==> src/design/abp_pkg.sv <==
`default_nettype none
package abp_pkg;

   localparam int unsigned CHAN_BITS = 8;
   localparam int unsigned PIX_BITS  = 32;
   localparam int unsigned POS_BITS  = 2;
   localparam int unsigned CSR_BITS  = 3;
   localparam int unsigned SUM_BITS  = 2 * CHAN_BITS;

   localparam logic [CHAN_BITS-1:0] CHAN_MAX = 8'd255;

   typedef logic [CHAN_BITS-1:0] chan_type;
   typedef logic [POS_BITS-1:0]  pos_type;
   typedef logic [PIX_BITS-1:0]  pix_type;
   typedef logic [SUM_BITS-1:0]  sum_type;

   typedef enum logic [CSR_BITS-1:0] {
      CSR_SRC_RED   = 3'd0,
      CSR_SRC_GREEN = 3'd1,
      CSR_SRC_BLUE  = 3'd2,
      CSR_SRC_ALPHA = 3'd3,
      CSR_DST_RED   = 3'd4,
      CSR_DST_GREEN = 3'd5,
      CSR_DST_BLUE  = 3'd6,
      CSR_DST_ALPHA = 3'd7
   } csr_index_type;

   typedef struct packed {
      logic mul_en;
      logic div_en;
   } pipe_en_type;

   function automatic chan_type get_chan(pix_type pix, pos_type pos);
      pix_type shifted;
      shifted = pix >> ({3'd0, pos} * 5'd8);
      return shifted[CHAN_BITS-1:0];
   endfunction

   function automatic pix_type put_chan(chan_type c, pos_type pos);
      return {{(PIX_BITS-CHAN_BITS){1'b0}}, c} << ({3'd0, pos} * 5'd8);
   endfunction

   // floor(x/255), exact for x <= 65025 (255*255)
   function automatic chan_type div255(sum_type x);
      logic [SUM_BITS:0] t;
      t = {1'b0, x} + {9'd0, x[SUM_BITS-1:CHAN_BITS]} + 17'd1;
      return t[SUM_BITS-1:CHAN_BITS];
   endfunction

endpackage
`default_nettype wire

==> src/design/abp_mix.sv <==
`default_nettype none
module abp_mix (
   input  wire                         clock,
   input  wire abp_pkg::pipe_en_type   en,
   input  wire abp_pkg::chan_type      s,
   input  wire abp_pkg::chan_type      d,
   input  wire abp_pkg::chan_type      a,
   output abp_pkg::chan_type           q_ff
);

   abp_pkg::sum_type sum_ff;
   abp_pkg::sum_type sum_in;
   abp_pkg::chan_type q_in;
   abp_pkg::chan_type inv_a;

   always_comb begin
      inv_a  = abp_pkg::CHAN_MAX - a;
      sum_in = ({8'd0, s} * {8'd0, a}) + ({8'd0, inv_a} * {8'd0, d});
      q_in   = abp_pkg::div255(sum_ff);
   end

   always_ff @(posedge clock) begin
      if (en.mul_en) begin
         sum_ff <= sum_in;
      end
      if (en.div_en) begin
         q_ff <= q_in;
      end
   end

endmodule
`default_nettype wire

==> src/design/alpha_blend_pixel_top.sv <==
`default_nettype none
// alpha_blend_pixel_top: blends a source pixel over a destination pixel.
// Input channel: req_valid/req_stall carry req_src_pixel and req_dst_pixel;
// a transfer happens when req_valid is high and req_stall is low.
// Result channel: rsp_valid/rsp_stall carry rsp_out_pixel, same rule.
// Channel byte positions for both surfaces are set through the csr_ port
// (csr_wr_en, csr_index, csr_wdata); write them only while the block is idle.
// Red, green and blue become floor((s*a + (255-a)*d)/255), alpha is the
// destination alpha, and the result is packed in destination order.
// Pipeline: channel select, multiply and add, divide by 255, repack, each
// registered before rsp_valid. Throughput: one pixel per cycle while the
// receiver does not stall, set by the four stages with one register each.
// Stall: each stage moves when it is empty or the stage after it moves, so
// bubbles close up; req_stall rises only when every stage holds an item and
// the receiver stalls. Nothing is dropped or repeated.
// Reset: synchronous, active high; empties the pipeline and restores the
// default RGBA byte order (red 0, green 1, blue 2, alpha 3) on both surfaces.
module alpha_blend_pixel_top (
   input  wire         clock,
   input  wire         reset,
   input  wire         req_valid,
   output logic        req_stall,
   input  wire  [31:0] req_src_pixel,
   input  wire  [31:0] req_dst_pixel,
   output logic        rsp_valid,
   input  wire         rsp_stall,
   output logic [31:0] rsp_out_pixel,
   input  wire         csr_wr_en,
   input  wire  [2:0]  csr_index,
   input  wire  [1:0]  csr_wdata
);

   abp_pkg::pos_type src_red_pos_ff, src_green_pos_ff, src_blue_pos_ff, src_alpha_pos_ff;
   abp_pkg::pos_type dst_red_pos_ff, dst_green_pos_ff, dst_blue_pos_ff, dst_alpha_pos_ff;

   logic v1_ff, v2_ff, v3_ff, v4_ff;
   logic en1, en2, en3, en4;

   abp_pkg::chan_type s_r_ff, s_g_ff, s_b_ff, a_ff;
   abp_pkg::chan_type d_r_ff, d_g_ff, d_b_ff, d_a1_ff, d_a2_ff, d_a3_ff;
   abp_pkg::chan_type q_r, q_g, q_b;
   abp_pkg::pix_type  out_in;
   abp_pkg::pix_type  out_ff;
   abp_pkg::pipe_en_type mix_en;

   // config
   always_ff @(posedge clock) begin
      if (reset) begin
         src_red_pos_ff   <= 2'd0;
         src_green_pos_ff <= 2'd1;
         src_blue_pos_ff  <= 2'd2;
         src_alpha_pos_ff <= 2'd3;
         dst_red_pos_ff   <= 2'd0;
         dst_green_pos_ff <= 2'd1;
         dst_blue_pos_ff  <= 2'd2;
         dst_alpha_pos_ff <= 2'd3;
      end else if (csr_wr_en) begin
         unique case (abp_pkg::csr_index_type'(csr_index))
            abp_pkg::CSR_SRC_RED:   src_red_pos_ff   <= csr_wdata;
            abp_pkg::CSR_SRC_GREEN: src_green_pos_ff <= csr_wdata;
            abp_pkg::CSR_SRC_BLUE:  src_blue_pos_ff  <= csr_wdata;
            abp_pkg::CSR_SRC_ALPHA: src_alpha_pos_ff <= csr_wdata;
            abp_pkg::CSR_DST_RED:   dst_red_pos_ff   <= csr_wdata;
            abp_pkg::CSR_DST_GREEN: dst_green_pos_ff <= csr_wdata;
            abp_pkg::CSR_DST_BLUE:  dst_blue_pos_ff  <= csr_wdata;
            abp_pkg::CSR_DST_ALPHA: dst_alpha_pos_ff <= csr_wdata;
            default: ;
         endcase
      end
   end

   // stage enables
   always_comb begin
      en4       = !v4_ff || !rsp_stall;
      en3       = !v3_ff || en4;
      en2       = !v2_ff || en3;
      en1       = !v1_ff || en2;
      req_stall = !en1;
      mix_en.mul_en = en2;
      mix_en.div_en = en3;
   end

   always_ff @(posedge clock) begin
      if (reset) begin
         v1_ff <= 1'b0;
         v2_ff <= 1'b0;
         v3_ff <= 1'b0;
         v4_ff <= 1'b0;
      end else begin
         if (en1) v1_ff <= req_valid;
         if (en2) v2_ff <= v1_ff;
         if (en3) v3_ff <= v2_ff;
         if (en4) v4_ff <= v3_ff;
      end
   end

   // stage 1: channel select
   always_ff @(posedge clock) begin
      if (en1) begin
         s_r_ff  <= abp_pkg::get_chan(req_src_pixel, src_red_pos_ff);
         s_g_ff  <= abp_pkg::get_chan(req_src_pixel, src_green_pos_ff);
         s_b_ff  <= abp_pkg::get_chan(req_src_pixel, src_blue_pos_ff);
         a_ff    <= abp_pkg::get_chan(req_src_pixel, src_alpha_pos_ff);
         d_r_ff  <= abp_pkg::get_chan(req_dst_pixel, dst_red_pos_ff);
         d_g_ff  <= abp_pkg::get_chan(req_dst_pixel, dst_green_pos_ff);
         d_b_ff  <= abp_pkg::get_chan(req_dst_pixel, dst_blue_pos_ff);
         d_a1_ff <= abp_pkg::get_chan(req_dst_pixel, dst_alpha_pos_ff);
      end
      if (en2) d_a2_ff <= d_a1_ff;
      if (en3) d_a3_ff <= d_a2_ff;
      if (en4) out_ff  <= out_in;
   end

   // stages 2 and 3: multiply-add, divide by 255
   abp_mix u_mix_r (.clock(clock), .en(mix_en), .s(s_r_ff), .d(d_r_ff), .a(a_ff), .q_ff(q_r));
   abp_mix u_mix_g (.clock(clock), .en(mix_en), .s(s_g_ff), .d(d_g_ff), .a(a_ff), .q_ff(q_g));
   abp_mix u_mix_b (.clock(clock), .en(mix_en), .s(s_b_ff), .d(d_b_ff), .a(a_ff), .q_ff(q_b));

   // stage 4: repack, shared bytes add with carry
   always_comb begin
      out_in = abp_pkg::put_chan(q_r, dst_red_pos_ff)
             + abp_pkg::put_chan(q_g, dst_green_pos_ff)
             + abp_pkg::put_chan(q_b, dst_blue_pos_ff)
             + abp_pkg::put_chan(d_a3_ff, dst_alpha_pos_ff);
   end

   assign rsp_valid     = v4_ff;
   assign rsp_out_pixel = out_ff;

endmodule
`default_nettype wire
==> config.mk <==
export PLATFORM = sky130hd
export DESIGN_NAME = alpha_blend_pixel_top
export DESIGN_NICKNAME = d
export VERILOG_FILES = /design/src/design/abp_pkg.sv /design/src/design/abp_mix.sv /design/src/design/alpha_blend_pixel_top.sv
export SDC_FILE = /design/constraint.sdc
export NUM_CORES = 1
export LEC_CHECK = 0
export BUFFER_PORTS_ARGS = -buffer_cell sky130_fd_sc_hd__buf_4
export CORE_AREA = 2 2 256 258
export CTS_CLUSTER_DIAMETER = 50
export DETAILED_ROUTE_END_ITERATION = 10
export DIE_AREA = 0 0 258 260
export PLACE_DENSITY = 0.61
export SLEW_MARGIN = 10
export SYNTH_ARGS = -nofsm -noshare
export SYNTH_HDL_FRONTEND = slang
export SYNTH_SLANG_ARGS = --single-unit
==> constraint.sdc <==
create_clock -name clock -period 8.39 [get_ports clock]
set_input_delay 1.678 -clock clock [delete_from_list [all_inputs] [get_ports clock]]
set_output_delay 1.678 -clock clock [all_outputs]
set_load 0.005 [all_outputs]
### Word-level counts from Yosys, hierarchy flattened

Index checks and enable logic that the tools add are counted.

* register bits: 204
* input bits: 74
* word-level logic and storage cells: 86

* $add $sub $neg: 13
* $mul: 6
* eq/ne operators: 7
* shift-type cells: 12
* reduce and logical (&&, ||, !) cells: 19

Operator list (number)
* $shr A32 B5 Y8: 8
* $shl A8 B5 Y32: 4
* $add A32 B32 Y32: 3
* $mul A8 B8 Y16: 6
* $add A16 B1 Y16 const B: 3
* $add A16 B16 Y16: 3
* $add A16 B8 Y16: 3
* $reduce_and A2 Y1: 8
* $eq A3 B3 Y1 const B: 4
* $sub A8 B8 Y8 const A: 1
* $eq A3 B2 Y1 const B: 2
* $logic_not A1 Y1: 6
* $logic_or A1 B1 Y1: 4
* $eq A3 B1 Y1 const B: 1
* $logic_not A3 Y1: 1

### Logic depth before layout (Yosys ltp)

* depth after elaboration: 6
* mapped depth: 22

### Cells and area by module

Synthesis repeated with hierarchy kept, for this count alone.

* cells, all modules: 2520
* area total of the unflattened synthesis: 26123.8 um^2

By module, submodules not included
* alpha_blend_pixel_top: times used 1, cells each 823, area each 9679.3 um^2
* abp_mix at u_mix_b: times used 1, cells each 570, area each 5507.8 um^2
* abp_mix at u_mix_g: times used 1, cells each 562, area each 5471.5 um^2
* abp_mix at u_mix_r: times used 1, cells each 565, area each 5465.2 um^2

### Least setup slack after synthesis

Ideal clock, no wire load.

* kind: register to register
* from: register a_ff[1]
* to: register u_mix_g.sum_ff[15] (data pin)
* setup time: 260 ps
* arrival: 5417 ps
* slack: 2713 ps
* cell stages (with the launch flop): 21
* buffers on the path: 2
* period minus slack after synthesis: 5677 ps
* path through: edfxtp_1 > clkbuf_1 > clkbuf_1 > nand2_1 > fa_1 > inv_1 > fa_1 > inv_1 > fa_1 > fa_1 > fa_1 > fa_1 > inv_1 > ha_1 > o21a_1 > o21a_1 > o41ai_1 > a21oi_1 > a41oi_1 > o21bai_1 > xnor2_1

* longest elaborated chain between the ends: 3

RTL lines
* start: declaration: RTL line alpha_blend_pixel_top.sv:39 `abp_pkg::chan_type s_r_ff, s_g_ff, s_b_ff, a_ff;`
* start signal: assignment: RTL line alpha_blend_pixel_top.sv:103 `a_ff <= abp_pkg::get_chan(req_src_pixel, src_alpha_pos_ff);`
* $sub A8 B8 Y8: RTL line abp_mix.sv:17 `inv_a = abp_pkg::CHAN_MAX - a;`
* $mul A8 B8 Y16: RTL line abp_mix.sv:18 `sum_in = ({8'd0, s} * {8'd0, a}) + ({8'd0, inv_a} * {8'd0, d});`
* $add A16 B16 Y16 *: RTL line abp_mix.sv:18
* via u_mix_g.sum_in[15]: RTL line abp_mix.sv:12 `abp_pkg::sum_type sum_in;`
* end signal: assignment: RTL line abp_mix.sv:24 `sum_ff <= sum_in;`
* end: declaration: RTL line abp_mix.sv:11 `abp_pkg::sum_type sum_ff;`

Mark *: on every way through the listed nets, which the timed path passes. The rest lies on a longest branch.
A chain may end at the register's enable or synchronous reset.

### Final worst setup path

* from: register a_ff[3]
* to: register u_mix_b.sum_ff[15] (data pin)

* longest elaborated chain between the ends: 3

RTL lines (RTL line)
* $sub A8 B8 Y8: abp_mix.sv:17
* $mul A8 B8 Y16: abp_mix.sv:18
* $add A16 B16 Y16 *: abp_mix.sv:18
* via u_mix_b.sum_in[15]: abp_mix.sv:12
* end signal: assignment: abp_mix.sv:24
* end: declaration: abp_mix.sv:11

Marks and branches as above.

==> results.yml <==
sta:
  relSlewSlack_pct: 34.7
  fin_setup_tns_ns: 0
  setup_viol: 0
  fin_crit_sh_pct: 78.0
  hold_violations: 0
  fmax_mhz: 153
  clock_skew_ns: 0.0110
  finalMaxSlewViolations: 0
  min_period_ns: 6.54
  holdWs_ns: 0.417
  worst_pin_slew_ns: 0.979
  grt_setup_unrepaired: "no"
route:
  routed_via_density: 5.11
  drc_errors: 0
  drt-initial-drc-count: 1023
  wl_per_cell_um: 18.0
  drt_wl_total_um: 61200
  ant_nets: 0
  num_vias: 17400
  firstDrtPassIters: 7
finish:
  syn_to_final_growth_pct: 11.0
  nFillCells: 6024
  layout.nets: 3182
  regArea_um2: 5930
  layout.cells.non_filler: 3399
  drive_above_1_share_pct: 10.5
  multi_input_area_um2: 17500
floorplanning:
  die_w_um: 258
  io-pin-count: 108
  row_count: 93
  initial_core_util_pct: 39.8
  die_y_um: 260
  coreArea_um2: 64100
  dieArea_um2: 67100
logic_synthesis:
  ys_types: 68
  ys.flop_type: "edfxtp_1"
  synth.top_cell.area_share_pct: 27.5
  synth.area.top_cells: "fa_1, edfxtp_1, ha_1, inv_1, mux4_2"
  yosysWarnings: 0
  synth_top_area_cell: "fa_1"
  ys_seq_elements: 204
  synth_cells: 2436
  syn_area_um2: 25500
  async_reset_ff_share_pct: 0
  synth_edf_count: 184
  seq_area_frac_synth_pct: 23.2
  syn_avg_cell_area_um2: 10.5
placement:
  place_congestion: 0.912
  port_buffers: 107
  dp.cells: 3342
  hpwl_um: 48800
global_route:
  gr-usage-all-layers_pct: 18.9
  grt_pass1_vias: 18500
  grt_pass1_wl_um: 100000
  grt-ovfl-total: 0
  antenna_found_initial: 2
  grt_max_degree: 67
cts:
  cts.clk_slew.worst_paths_ns: 0.06
  clk_latency_ns: 0.59
  clock-sinks: 204
  htreeDepth: 1
  cts_buffer_depth: 3
  cts.repair.resized: 0
  cts_inserted_buffers: 31
  postCtsSetupBuffers: 0
  cts_hold_buf: 0
  ctsRootBufferMaster: "clkbuf_16"
  cts_tree: "yes"
setup_path:
  path_class: "reg -> reg"
  end_kind: "flop"
  worst_setup_path_start_kind: "flop"
  arrival_ns: 6.87
  crit_required_ns: 8.72
  crit_fanout: 27
job:
  drv_cap: 0
status:
  status: "finished, final reports clean"
min_path:
  hold_class: "reg -> reg"
## worst paths after layout
| kind | slack, ns | depth (start not counted) | startpoint | endpoint |
|---|---|---|---|---|
| hold / removal | 0.42 | 0 | d_a2_ff[2]$_DFFE_PP_ | d_a3_ff[2]$_DFFE_PP_ |
| setup reg to reg | 1.85 | 21 | a_ff[3]$_DFFE_PN_ | u_mix_b.sum_ff[15]$_DFFE_PP_ |
| hold reg to reg | 0.42 | 0 | d_a2_ff[2]$_DFFE_PP_ | d_a3_ff[2]$_DFFE_PP_ |
| setup / recovery | 1.85 | 21 | a_ff[3]$_DFFE_PN_ | u_mix_b.sum_ff[15]$_DFFE_PP_ |
## registers in the layout, indices dropped and copies added (netlist names), 16 cells and up
| signal | cells |
|---|---|
| rsp_out_pixel | 32 |
| u_mix_r.sum_ff | 16 |
| u_mix_b.sum_ff | 16 |
| u_mix_g.sum_ff | 16 |
## through the flow
stage | setup slack, ns | instance area (um2) | util [%]
global placement | 2.18 | 27300 | 42.5
CTS | 1.82 | 28300 | 44.2
floorplan | 2.71 | 25500 | -
global route | 1.48 | 28300 | 44.2
detailed placement | 1.85 | 27300 | 42.5
finish | 1.85 | 28300 | 44.2
## worst max-delay path: stages, from the launching register on
cell and delay [ns]:
edfxtp_1 0.88, buf_4 0.45, nand2_1 0.11, fa_1 0.49
inv_1 0.05, ha_1 0.27, inv_1 0.05, fa_1 0.49
inv_1 0.05, fa_1 0.52, inv_1 0.05, fa_1 0.47
inv_1 0.05, fa_1 0.43, ha_1 0.33, nand2_1 0.07
o21ai_0 0.17, o41ai_1 0.52, a21oi_1 0.27, a41oi_1 0.30
o21bai_1 0.10, xnor2_1 0.13
## synth_stat cells, types with 9 or more instances
master	instances
a211o_1	9
a21o_1	21
a21oi_1	57
and2_1	134
and3_1	13
buf_1	9
clkbuf_1	68
dfxtp_1	20
edfxtp_1	184
fa_1	350
ha_1	238
inv_1	484
mux4_2	64
nand2_1	225
nand2b_1	74
nand3_1	15
nand4_1	12
nor2_1	67
nor2b_1	142
nor3_1	11
o21a_1	24
o21ai_0	22
xnor2_1	74
xor2_1	24
## cells by family (layout without fill, tap and decap cells)
logic type | after synthesis | in the layout | synth area share [%]
simple gates | 711 | 711 | 14.6
fa+ha+maj | 588 | 588 | 39.1
buf+inv | 564 | 669 | 8.32
flops | 204 | 204 | 23.2
compound gates | 197 | 197 | 5.35
xor+xnor | 98 | 98 | 3.36
mux | 73 | 73 | 6.02
other cells | 1 | 4 | 0.0147
## per-layer routing
metal / global-route usage (%) / part of all wire [%] / up-vias / wire, um
li1: - / - / 7943 / -
met1: 25.7 / 43 / 8797 / 26100
met2: 32.0 / 49 / 545 / 29800
met3: 2.92 / 6.5 / 90 / 3950
met4: 4.08 / 2.1 / 2 / 1290
met5: 0 / 0.020 / - / 12
## cell type report
type	count	area share, %
Inverter	484	6.42
Antenna cell	1	0.00884
Tap cell	855	3.78
Sequential cell	204	20.9
Clock buffer	37	2.82
Clock inverter	19	0.897
Timing Repair Buffer	129	3.42
Multi-Input combinational cell	1670	61.7
## cells in the final DEF, fill, tap and decap left out, types with 7 or more instances in the layout
| master | n |
|---|---|
| and2_1 | 134 |
| a211o_1 | 9 |
| and3_1 | 13 |
| o21ai_0 | 22 |
| nor3_1 | 11 |
| inv_1 | 484 |
| nand3_1 | 14 |
| a21o_1 | 21 |
| a21oi_1 | 57 |
| fa_1 | 350 |
| edfxtp_1 | 184 |
| xnor2_1 | 74 |
| nand4_1 | 12 |
| o21bai_1 | 7 |
| xor2_1 | 24 |
| buf_4 | 129 |
| nor2b_1 | 142 |
| nor2_1 | 67 |
| nand2_1 | 224 |
| nand2b_1 | 74 |
| ha_1 | 238 |
| a31oi_1 | 7 |
| dfxtp_1 | 20 |
| o21a_1 | 24 |
| mux4_2 | 64 |
| clkbuf_16 | 31 |
Power is left out: the tool's default activity adds up to more than one toggle a clock period on the data nets, which glitch-free logic cannot reach.
